--- config.mk ---
export PLATFORM = sky130hd
export DESIGN_NAME = ppe_div
export DESIGN_NICKNAME = d
export VERILOG_FILES = /design/src/rtl/ppe_pkg.sv /design/src/rtl/ppe_div.sv
export SDC_FILE = /design/constraint.sdc
export NUM_CORES = 1
export LEC_CHECK = 0
export BUFFER_PORTS_ARGS = -buffer_cell sky130_fd_sc_hd__buf_2
export CAP_MARGIN = 20
export CORE_MARGIN = 2
export CORE_UTILIZATION = 55
export CTS_CLUSTER_DIAMETER = 200
export CTS_CLUSTER_SIZE = 14
export DETAILED_ROUTE_END_ITERATION = 10
export HOLD_SLACK_MARGIN = 0.12
export PLACE_DENSITY = 0.78
export SYNTH_ARGS = -nofsm -noshare
export SYNTH_HDL_FRONTEND = slang
export SYNTH_SLANG_ARGS = --single-unit
--- constraint.sdc ---
create_clock -name clock -period 5.29 [get_ports clock]
set_input_delay 1.058 -clock clock [delete_from_list [all_inputs] [get_ports clock]]
set_output_delay 1.058 -clock clock [all_outputs]
set_load 0.05 [all_outputs]
--- src/rtl/ppe_pkg.sv ---
// Shared types, constants and helper functions of the particle pool engine.
`default_nettype none
package ppe_pkg;

   localparam int POOL_SIZE_DEF = 64;
   localparam int SLOT_W = 6;
   localparam int CSR_IDX_W = 4;
   localparam int CSR_DATA_W = 32;

   localparam logic [1:0] MODE_EMIT = 2'd0;
   localparam logic [1:0] MODE_TICK = 2'd1;
   localparam logic [1:0] MODE_RENDER = 2'd2;

   localparam logic [CSR_IDX_W-1:0] CSR_LIFE_TIME = 4'd0;
   localparam logic [CSR_IDX_W-1:0] CSR_SIZE_BEGIN = 4'd1;
   localparam logic [CSR_IDX_W-1:0] CSR_SIZE_END = 4'd2;
   localparam logic [CSR_IDX_W-1:0] CSR_SIZE_VAR = 4'd3;
   localparam logic [CSR_IDX_W-1:0] CSR_VEL_VAR_X = 4'd4;
   localparam logic [CSR_IDX_W-1:0] CSR_VEL_VAR_Y = 4'd5;
   localparam logic [CSR_IDX_W-1:0] CSR_COLOR_BEGIN = 4'd6;
   localparam logic [CSR_IDX_W-1:0] CSR_COLOR_END = 4'd7;

   localparam logic [31:0] LIFE_TIME_RST = 32'd65536;
   localparam logic [30:0] SIZE_BEGIN_RST = 31'd65536;
   localparam logic [30:0] SIZE_END_RST = 31'd0;
   localparam logic [30:0] SIZE_VAR_RST = 31'd0;
   localparam logic [30:0] VEL_VAR_RST = 31'd0;
   localparam logic [31:0] COLOR_BEGIN_RST = 32'hFFFF_FFFF;
   localparam logic [31:0] COLOR_END_RST = 32'h0000_0000;

   // Unity in the Q1.16 life fraction.
   localparam logic [16:0] FRAC_ONE = 17'd65536;
   // ceil(2^32 / 100); exact floor division for operands below 2^26.
   localparam logic [25:0] RECIP_100 = 26'd42949673;
   localparam logic [25:0] TWO_PI_X100 = 26'd628;

   typedef struct packed {
      logic [1:0]         mode;
      logic signed [31:0] start_x;
      logic signed [31:0] start_y;
      logic signed [31:0] start_vx;
      logic signed [31:0] start_vy;
      logic [15:0]        rand_angle;
      logic [15:0]        rand_vx;
      logic [15:0]        rand_vy;
      logic [15:0]        rand_size;
      logic [19:0]        time_step;
   } req_type;

   typedef struct packed {
      logic signed [31:0] draw_x;
      logic signed [31:0] draw_y;
      logic signed [31:0] draw_rotation;
      logic signed [31:0] draw_size;
      logic [31:0]        draw_color;
      logic [SLOT_W-1:0]  slot;
      logic               last;
   } rsp_type;

   typedef struct packed {
      logic signed [31:0] pos_x;
      logic signed [31:0] pos_y;
      logic signed [31:0] vel_x;
      logic signed [31:0] vel_y;
      logic [31:0]        rotation;
      logic [31:0]        life;
      logic signed [31:0] size;
   } entry_type;

   typedef struct packed {
      logic        start;
      logic [31:0] life;
      logic [31:0] life_time;
   } div_req_type;

   typedef struct packed {
      logic        done;
      logic [16:0] frac;
   } div_rsp_type;

   function automatic logic signed [31:0] sat32(input logic signed [39:0] v);
      logic signed [31:0] r;
      if (v > 40'sd2147483647) r = 32'sh7FFF_FFFF;
      else if (v < -40'sd2147483648) r = 32'sh8000_0000;
      else r = v[31:0];
      return r;
   endfunction

   function automatic logic [19:0] div100(input logic [25:0] x);
      logic [51:0] p;
      p = 52'(x) * 52'(RECIP_100);
      return p[51:32];
   endfunction

endpackage
`default_nettype wire

--- src/rtl/ppe_div.sv ---
// Life fraction divider: min(1, life / life_time) in Q1.16, two quotient bits a cycle.
`default_nettype none
module ppe_div (
   input  wire logic                 clock,
   input  wire logic                 reset,
   input  wire ppe_pkg::div_req_type div_req,
   output ppe_pkg::div_rsp_type      div_rsp
);
   localparam int BITS_PER_STEP = 2;
   localparam int STEPS = 16 / BITS_PER_STEP;
   localparam int STEP_W = $clog2(STEPS);

   logic              busy_ff;
   logic              done_ff;
   logic [STEP_W-1:0] step_ff;
   logic [31:0]       rem_ff;
   logic [31:0]       dvs_ff;
   logic [16:0]       quo_ff;
   logic [31:0]       rem_in;
   logic [16:0]       quo_in;
   logic [32:0]       trial;

   always_comb begin
      rem_in = rem_ff;
      quo_in = quo_ff;
      trial = '0;
      for (int k = 0; k < BITS_PER_STEP; k++) begin
         trial = {rem_in, 1'b0};
         if (trial >= {1'b0, dvs_ff}) begin
            rem_in = 32'(trial - {1'b0, dvs_ff});
            quo_in = {quo_in[15:0], 1'b1};
         end else begin
            rem_in = trial[31:0];
            quo_in = {quo_in[15:0], 1'b0};
         end
      end
   end

   always_ff @(posedge clock) begin
      if (reset) begin
         busy_ff <= 1'b0;
         done_ff <= 1'b0;
         step_ff <= '0;
      end else begin
         done_ff <= 1'b0;
         if (div_req.start) begin
            // A zero lifetime gives a zero fraction; a life at or above it saturates to one.
            if (div_req.life_time == '0 || div_req.life >= div_req.life_time) begin
               done_ff <= 1'b1;
            end else begin
               busy_ff <= 1'b1;
               step_ff <= '0;
            end
         end else if (busy_ff) begin
            step_ff <= step_ff + 1'b1;
            if (step_ff == STEP_W'(STEPS - 1)) begin
               busy_ff <= 1'b0;
               done_ff <= 1'b1;
            end
         end
      end
   end

   always_ff @(posedge clock) begin
      if (div_req.start) begin
         rem_ff <= div_req.life;
         dvs_ff <= div_req.life_time;
         if (div_req.life_time == '0) quo_ff <= '0;
         else if (div_req.life >= div_req.life_time) quo_ff <= ppe_pkg::FRAC_ONE;
         else quo_ff <= '0;
      end else if (busy_ff) begin
         rem_ff <= rem_in;
         quo_ff <= quo_in;
      end
   end

   assign div_rsp.done = done_ff;
   assign div_rsp.frac = quo_ff;
endmodule
`default_nettype wire

# Word level (Yosys, flattened, before mapping)
# Cells that the tools add are included.
[word_totals] regBits=86 inputBits=67 word_cells=39
[op_classes] add_sub_neg=3 order_cmp=3 eq_ne=2 muxes=21 reduce_logical=4
[op_table] cell="$mux W32" n=4
[op_table] cell="$mux W17" n=4
[op_table] cell="$ge A33 B32 Y1" n=2
[op_table] cell="$sub A32 B32 Y32" n=2
[op_table] cell="$ge A32 B32 Y1" n=1
[op_table] cell="$logic_not A32 Y1" n=1
[op_table] cell="$mux W1" n=10
[op_table] cell="$mux W3" n=3
[op_table] cell="$add A3 B1 Y3 const B" n=1
[op_table] cell="$eq A3 B3 Y1 const B" n=1
[op_table] cell="$ne A2 B2 Y1 const B" n=1
[op_table] cell="$reduce_and A2 Y1" n=1
[op_table] cell="$reduce_bool A2 Y1" n=1
[op_table] cell="$logic_or A1 B1 Y1" n=1

# Logic depth before layout (Yosys ltp)
[logic_depth] word_depth=6 depth_mapped=25 depth_no_buf=21

# Least setup slack after synthesis
# No wires, ideal clock.
[synth_path] path_kind="register -> register" startpoint="reg dvs_ff[1]" endpoint="reg rem_ff[30], data pin" setup_time_ns=0.281 arrival_time_ns=4.928 setup_slack_ns=0.082 path_stages_with_launch=23 period_less_slack_ns=5.208 path_cell_list="edfxtp_1 -> inv_1 -> ha_1 -> nor2b_1 -> o31a_1 -> o31ai_1 -> a211oi_1 -> a211oi_2 -> buf_2 -> buf_2 -> nand2_1 -> o21ai_0 -> ha_1 -> buf_2 -> nand4_1 -> or4_1 -> a2111oi_0 -> a211oi_1 -> or3_1 -> a31o_1 -> nor4bb_1 -> nor3_1 -> a311oi_2"
[synth_via] elab_chain_cells=6 elab_cells_between_ends=8 cone_classes="add/sub: 2; order compare: 2; mux: 4"
[synth_rtl] item="start, declared" line="ppe_div.sv:17" source="logic [31:0] dvs_ff;"
[synth_rtl] item="start signal, assigned" line="ppe_div.sv:67" source="dvs_ff <= div_req.life_time;"
[synth_rtl] item="$sub A32 B32 Y32 or $ge A33 B32 Y1 (tied branches)" line="ppe_div.sv:30, ppe_div.sv:29"
[synth_rtl] item="$mux W32" line="ppe_div.sv:29" source="if (trial >= {1'b0, dvs_ff}) begin"
[synth_rtl] item="$sub A32 B32 Y32 or $ge A33 B32 Y1 (tied branches)" line="ppe_div.sv:30, ppe_div.sv:29"
[synth_rtl] item="$mux W32 (*)" line="ppe_div.sv:29"
[synth_rtl] item="$mux W32 (*)" line="ppe_div.sv:71" source="end else if (busy_ff) begin"
[synth_rtl] item="$mux W32 (*)" line="ppe_div.sv:65" source="if (div_req.start) begin"
[synth_rtl] item="end signal, assigned" line="ppe_div.sv:66" source="rem_ff <= div_req.life;"
[synth_rtl] item="end signal, assigned" line="ppe_div.sv:72" source="rem_ff <= rem_in;"
[synth_rtl] item="end, declared" line="ppe_div.sv:16" source="logic [31:0] rem_ff;"
# Every way passes the cells marked *; elsewhere a longest branch is shown, timed or not. The select of a mux whose other input is x is not followed.
# A chain may end at the register's enable or synchronous reset.

# Worst setup path in the final report
# Ends and elaborated chain as after synthesis.

==> impl_metrics.py <==
metrics = {
    "outcome": {
        "outcome": "complete, no violations",
    },
    "global_routing": {
        "grt_pass1_wl_mm": 39.2,
        "grt_max_degree": 53,
        "antenna_found_initial": 0,
        "track_usage_pct": 30.6,
        "grt_pass1_vias": 7643,
        "grt_overflow": 0,
    },
    "floorplanning": {
        "placementRows": 45,
        "die_x_microns": 128,
        "core_area_sq_um": 15100,
        "die_h_microns": 128,
        "initial_core_util_pct": 55.9,
        "dieArea_sq_um": 16400,
        "ios": 85,
    },
    "clocking": {
        "insertion_delay_ns": 0.35,
        "clock_sinks": 86,
        "cts_buffers": 9,
        "cts_tree": "done",
        "ctsRootBufferMaster": "clkbuf_16",
        "clkSlewWorstSetupHoldPaths_ns": 0.07,
        "clockBufferDepth": 2,
        "h-tree-depth": 3,
    },
    "sta": {
        "hold_viol_final": 0,
        "setup_viol_count_final": 0,
        "fin_crit_ns": 5.28,
        "finalSetupTns_ns": 0,
        "fin_crit_sh_pct": 99.8,
        "slew_viol_final": 0,
        "max_freq_mhz": 189,
        "max_slew_margin_pct": 50.5,
        "tightest_slew_ns": 0.743,
        "finalWorstSetupSlack_ns": 0.00813,
        "rsz0062_at_grt": "yes",
        "finClkSkew_ns": 0.00736,
    },
    "final_layout": {
        "final_area_sq_um": 10500,
        "final_nets": 1317,
        "num_antenna_cells": 0,
        "layout-drive-gt1-share_pct": 26.0,
        "area_growth_pct": 24.1,
        "nFillCells": 1119,
        "final_util_pct": 69.3,
    },
    "routing": {
        "drtPass1Iterations": 6,
        "routed_via_density": 6.17,
        "met3_length_mm": 2.59,
        "drt_iter0_markers": 1021,
        "top_layer": "met4",
        "post_drt_wl_per_cell_microns": 19.4,
        "route.met2.wl_mm": 11.6,
        "dr_total_vias": 8300,
        "wl_mm": 26.1,
        "final_antenna_net_count": 0,
        "wl_met1_mm": 11.5,
        "drc": 0,
    },
    "critical_path": {
        "r2r_setup_slack_ns": 0.008,
        "timing.rr.end": "rem_ff[30]",
        "crit_path_end_kind": "register",
        "r2r-start": "dvs_ff[1]",
        "worstSetupEndpoint": "rem_ff[30]",
        "reg2reg_depth": 20,
        "critPathMaxStageDelay_ns": 0.56,
        "cp.depth": 20,
        "start_kind": "register",
        "cp-startpoint": "dvs_ff[1]",
        "worst_ep_required_time_ns": 5.37,
        "worstPathArrival_ns": 5.36,
        "crit_buf_inv": 3,
        "crit_family": "compound AO/OA/AOI/OAI gates",
        "path_max_fanout": 7,
        "crit_chain": "inv_2, ha_1, nor2b_1, o31a_1, o31ai_4, a211oi_2, a211oi_4, buf_6, mux2_4, ha_4, nand3_1, or4_4, a2111oi_4, buf_4, a211oi_2, or3_1, a31o_1, nor4bb_1, nor3_1, a311oi_2",
        "path_class": "reg2reg",
        "cpMostUsedCell": "a211oi_2",
        "slowest_stage": "or4_4",
    },
    "place": {
        "place_congestion": 1.01,
        "placed_cell_area_sq_um": 9730,
        "buffer_ports.inserted": 84,
        "hpwl_mm": 19.7,
        "preCtsSetupSlack_ns": -0.154,
    },
    "yosys": {
        "synth_compound_area_share_pct": 23.3,
        "ys.warnings.count": 0,
        "synth_area_sq_um": 8460,
        "yosys.area.top_type_share_pct": 28.7,
        "yosys.cell_count.top_type": "ha_1",
        "yosys-top-cells-count": "ha_1 (97), inv_1 (92), edfxtp_1 (81)",
        "synth_mux_area_share_pct": 3.05,
        "yosys.cell_types.count": 70,
        "yosysTopAreaCell": "edfxtp_1",
        "netlist_instances": 981,
        "synth-xor-area-share_pct": 4.97,
        "synthArstFlopShare_pct": 0,
        "ys.flop_type": "edfxtp_1",
        "yosys-top-cells-area": "edfxtp_1 (29%), ha_1 (14%), a21oi_1 (4.7%)",
        "syn_nets": 1146,
        "synth_edf_count": 81,
        "synth-seq-cells": 86,
        "synth_top_family_by_area": "compound AO/OA/AOI/OAI gates",
        "synth_seq_area_share_pct": 29.9,
        "synthAdderAreaFrac_pct": 14.6,
        "syn_area_per_cell_sq_um": 8.63,
        "synthSimpleGateAreaFrac_pct": 16.7,
    },
    "flow_run": {
        "max-cap-violations": 0,
    },
    "hold_path": {
        "hold_path.class": "reg2reg",
    },
}
## what timing repair did
action	in CTS	in global routing
gates resized for setup	11	63
gates cloned	0	3
setup buffers	1	11
hold buffers	0	0
pin swaps	2	23
setup endpoints to repair	27	33
## worst register-to-register path, delay by kind of cell, from the launching register on
kind / cells / cell delay [ns]
AO/OA/AOI/OAI: 8 / 1.70
adder cells (fa/ha/maj): 2 / 0.52
buffers and inverters: 3 / 0.47
flip-flops: 1 / 0.41
multiplexers: 1 / 0.33
AND/OR/NAND/NOR: 6 / 1.59
## through the flow
| step | instances | hold slack, ns |
|---|---|---|
| after floorplan | 981 | 0.471 |
| after global placement | 1315 | 0.481 |
| after detailed placement | 1315 | 0.491 |
| after CTS | 1332 | 0.502 |
| after global routing | 1345 | 0.534 |
| final | 1345 | 0.499 |
## metal layers
metal	up-vias	GRT usage (%)
li1	3945	-
met5	-	0
met4	0	8.66
met2	453	47.3
met3	44	4.38
met1	3858	45.0
## kinds of logic after synthesis
group / Yosys count
and+or+nand+nor: 286
xor gates and xnor gates: 48
muxes: 25
AOI/OAI and AO/OA: 294
adders and majority gates: 98
DFF: 86
buffers and inverters: 144
## final cells by class
| class | count | area [sq um] | area share, % |
|---|---|---|---|
| Clock buffer | 12 | 258 | 2.45 |
| Inverter | 92 | 345 | 3.29 |
| Clock inverter | 4 | 30.0 | 0.286 |
| Multi-Input combinational cell | 751 | 5620 | 53.5 |
| Tap cell | 188 | 235 | 2.24 |
| Sequential cell | 86 | 2530 | 24.1 |
| Timing Repair Buffer | 212 | 1480 | 14.1 |
## layout by cell type (no fill, tap or decap), types with 24 or more instances in the layout
cell      Yosys  final
buf_2         8     84
a21oi_1      80     76
o21ai_0      58     50
ha_1         97     87
nor2b_1      25     24
inv_1        92     85
nand2_1      74     74
edfxtp_1     81     81
buf_4        16    119
xnor2_1      30     30
nand3_1      26     26
nor2_1       67     65
a21o_1       35     35
## state kept, by name, summed over array words and instances, names as in the netlist
register,count
busy_ff,1
done_ff,1
dvs_ff,32
quo_ff,17
rem_ff,32
step_ff,3
## worst min path at each step
| stage | cells past startpoint | from | end | slack, ns |
|---|---|---|---|---|
| floorplan | 2 | step_ff[1] | step_ff[1] | 0.47 |
| global placement | 2 | step_ff[1] | step_ff[1] | 0.48 |
| finish | 2 | step_ff[1] | step_ff[1] | 0.50 |
| CTS | 2 | step_ff[1] | step_ff[1] | 0.50 |
| global route | 2 | step_ff[2] | step_ff[2] | 0.53 |
| detailed placement | 2 | step_ff[1] | step_ff[1] | 0.49 |
Power is left out: the tool's default activity adds up to more than one toggle a clock period on the data nets, which glitch-free logic cannot reach.
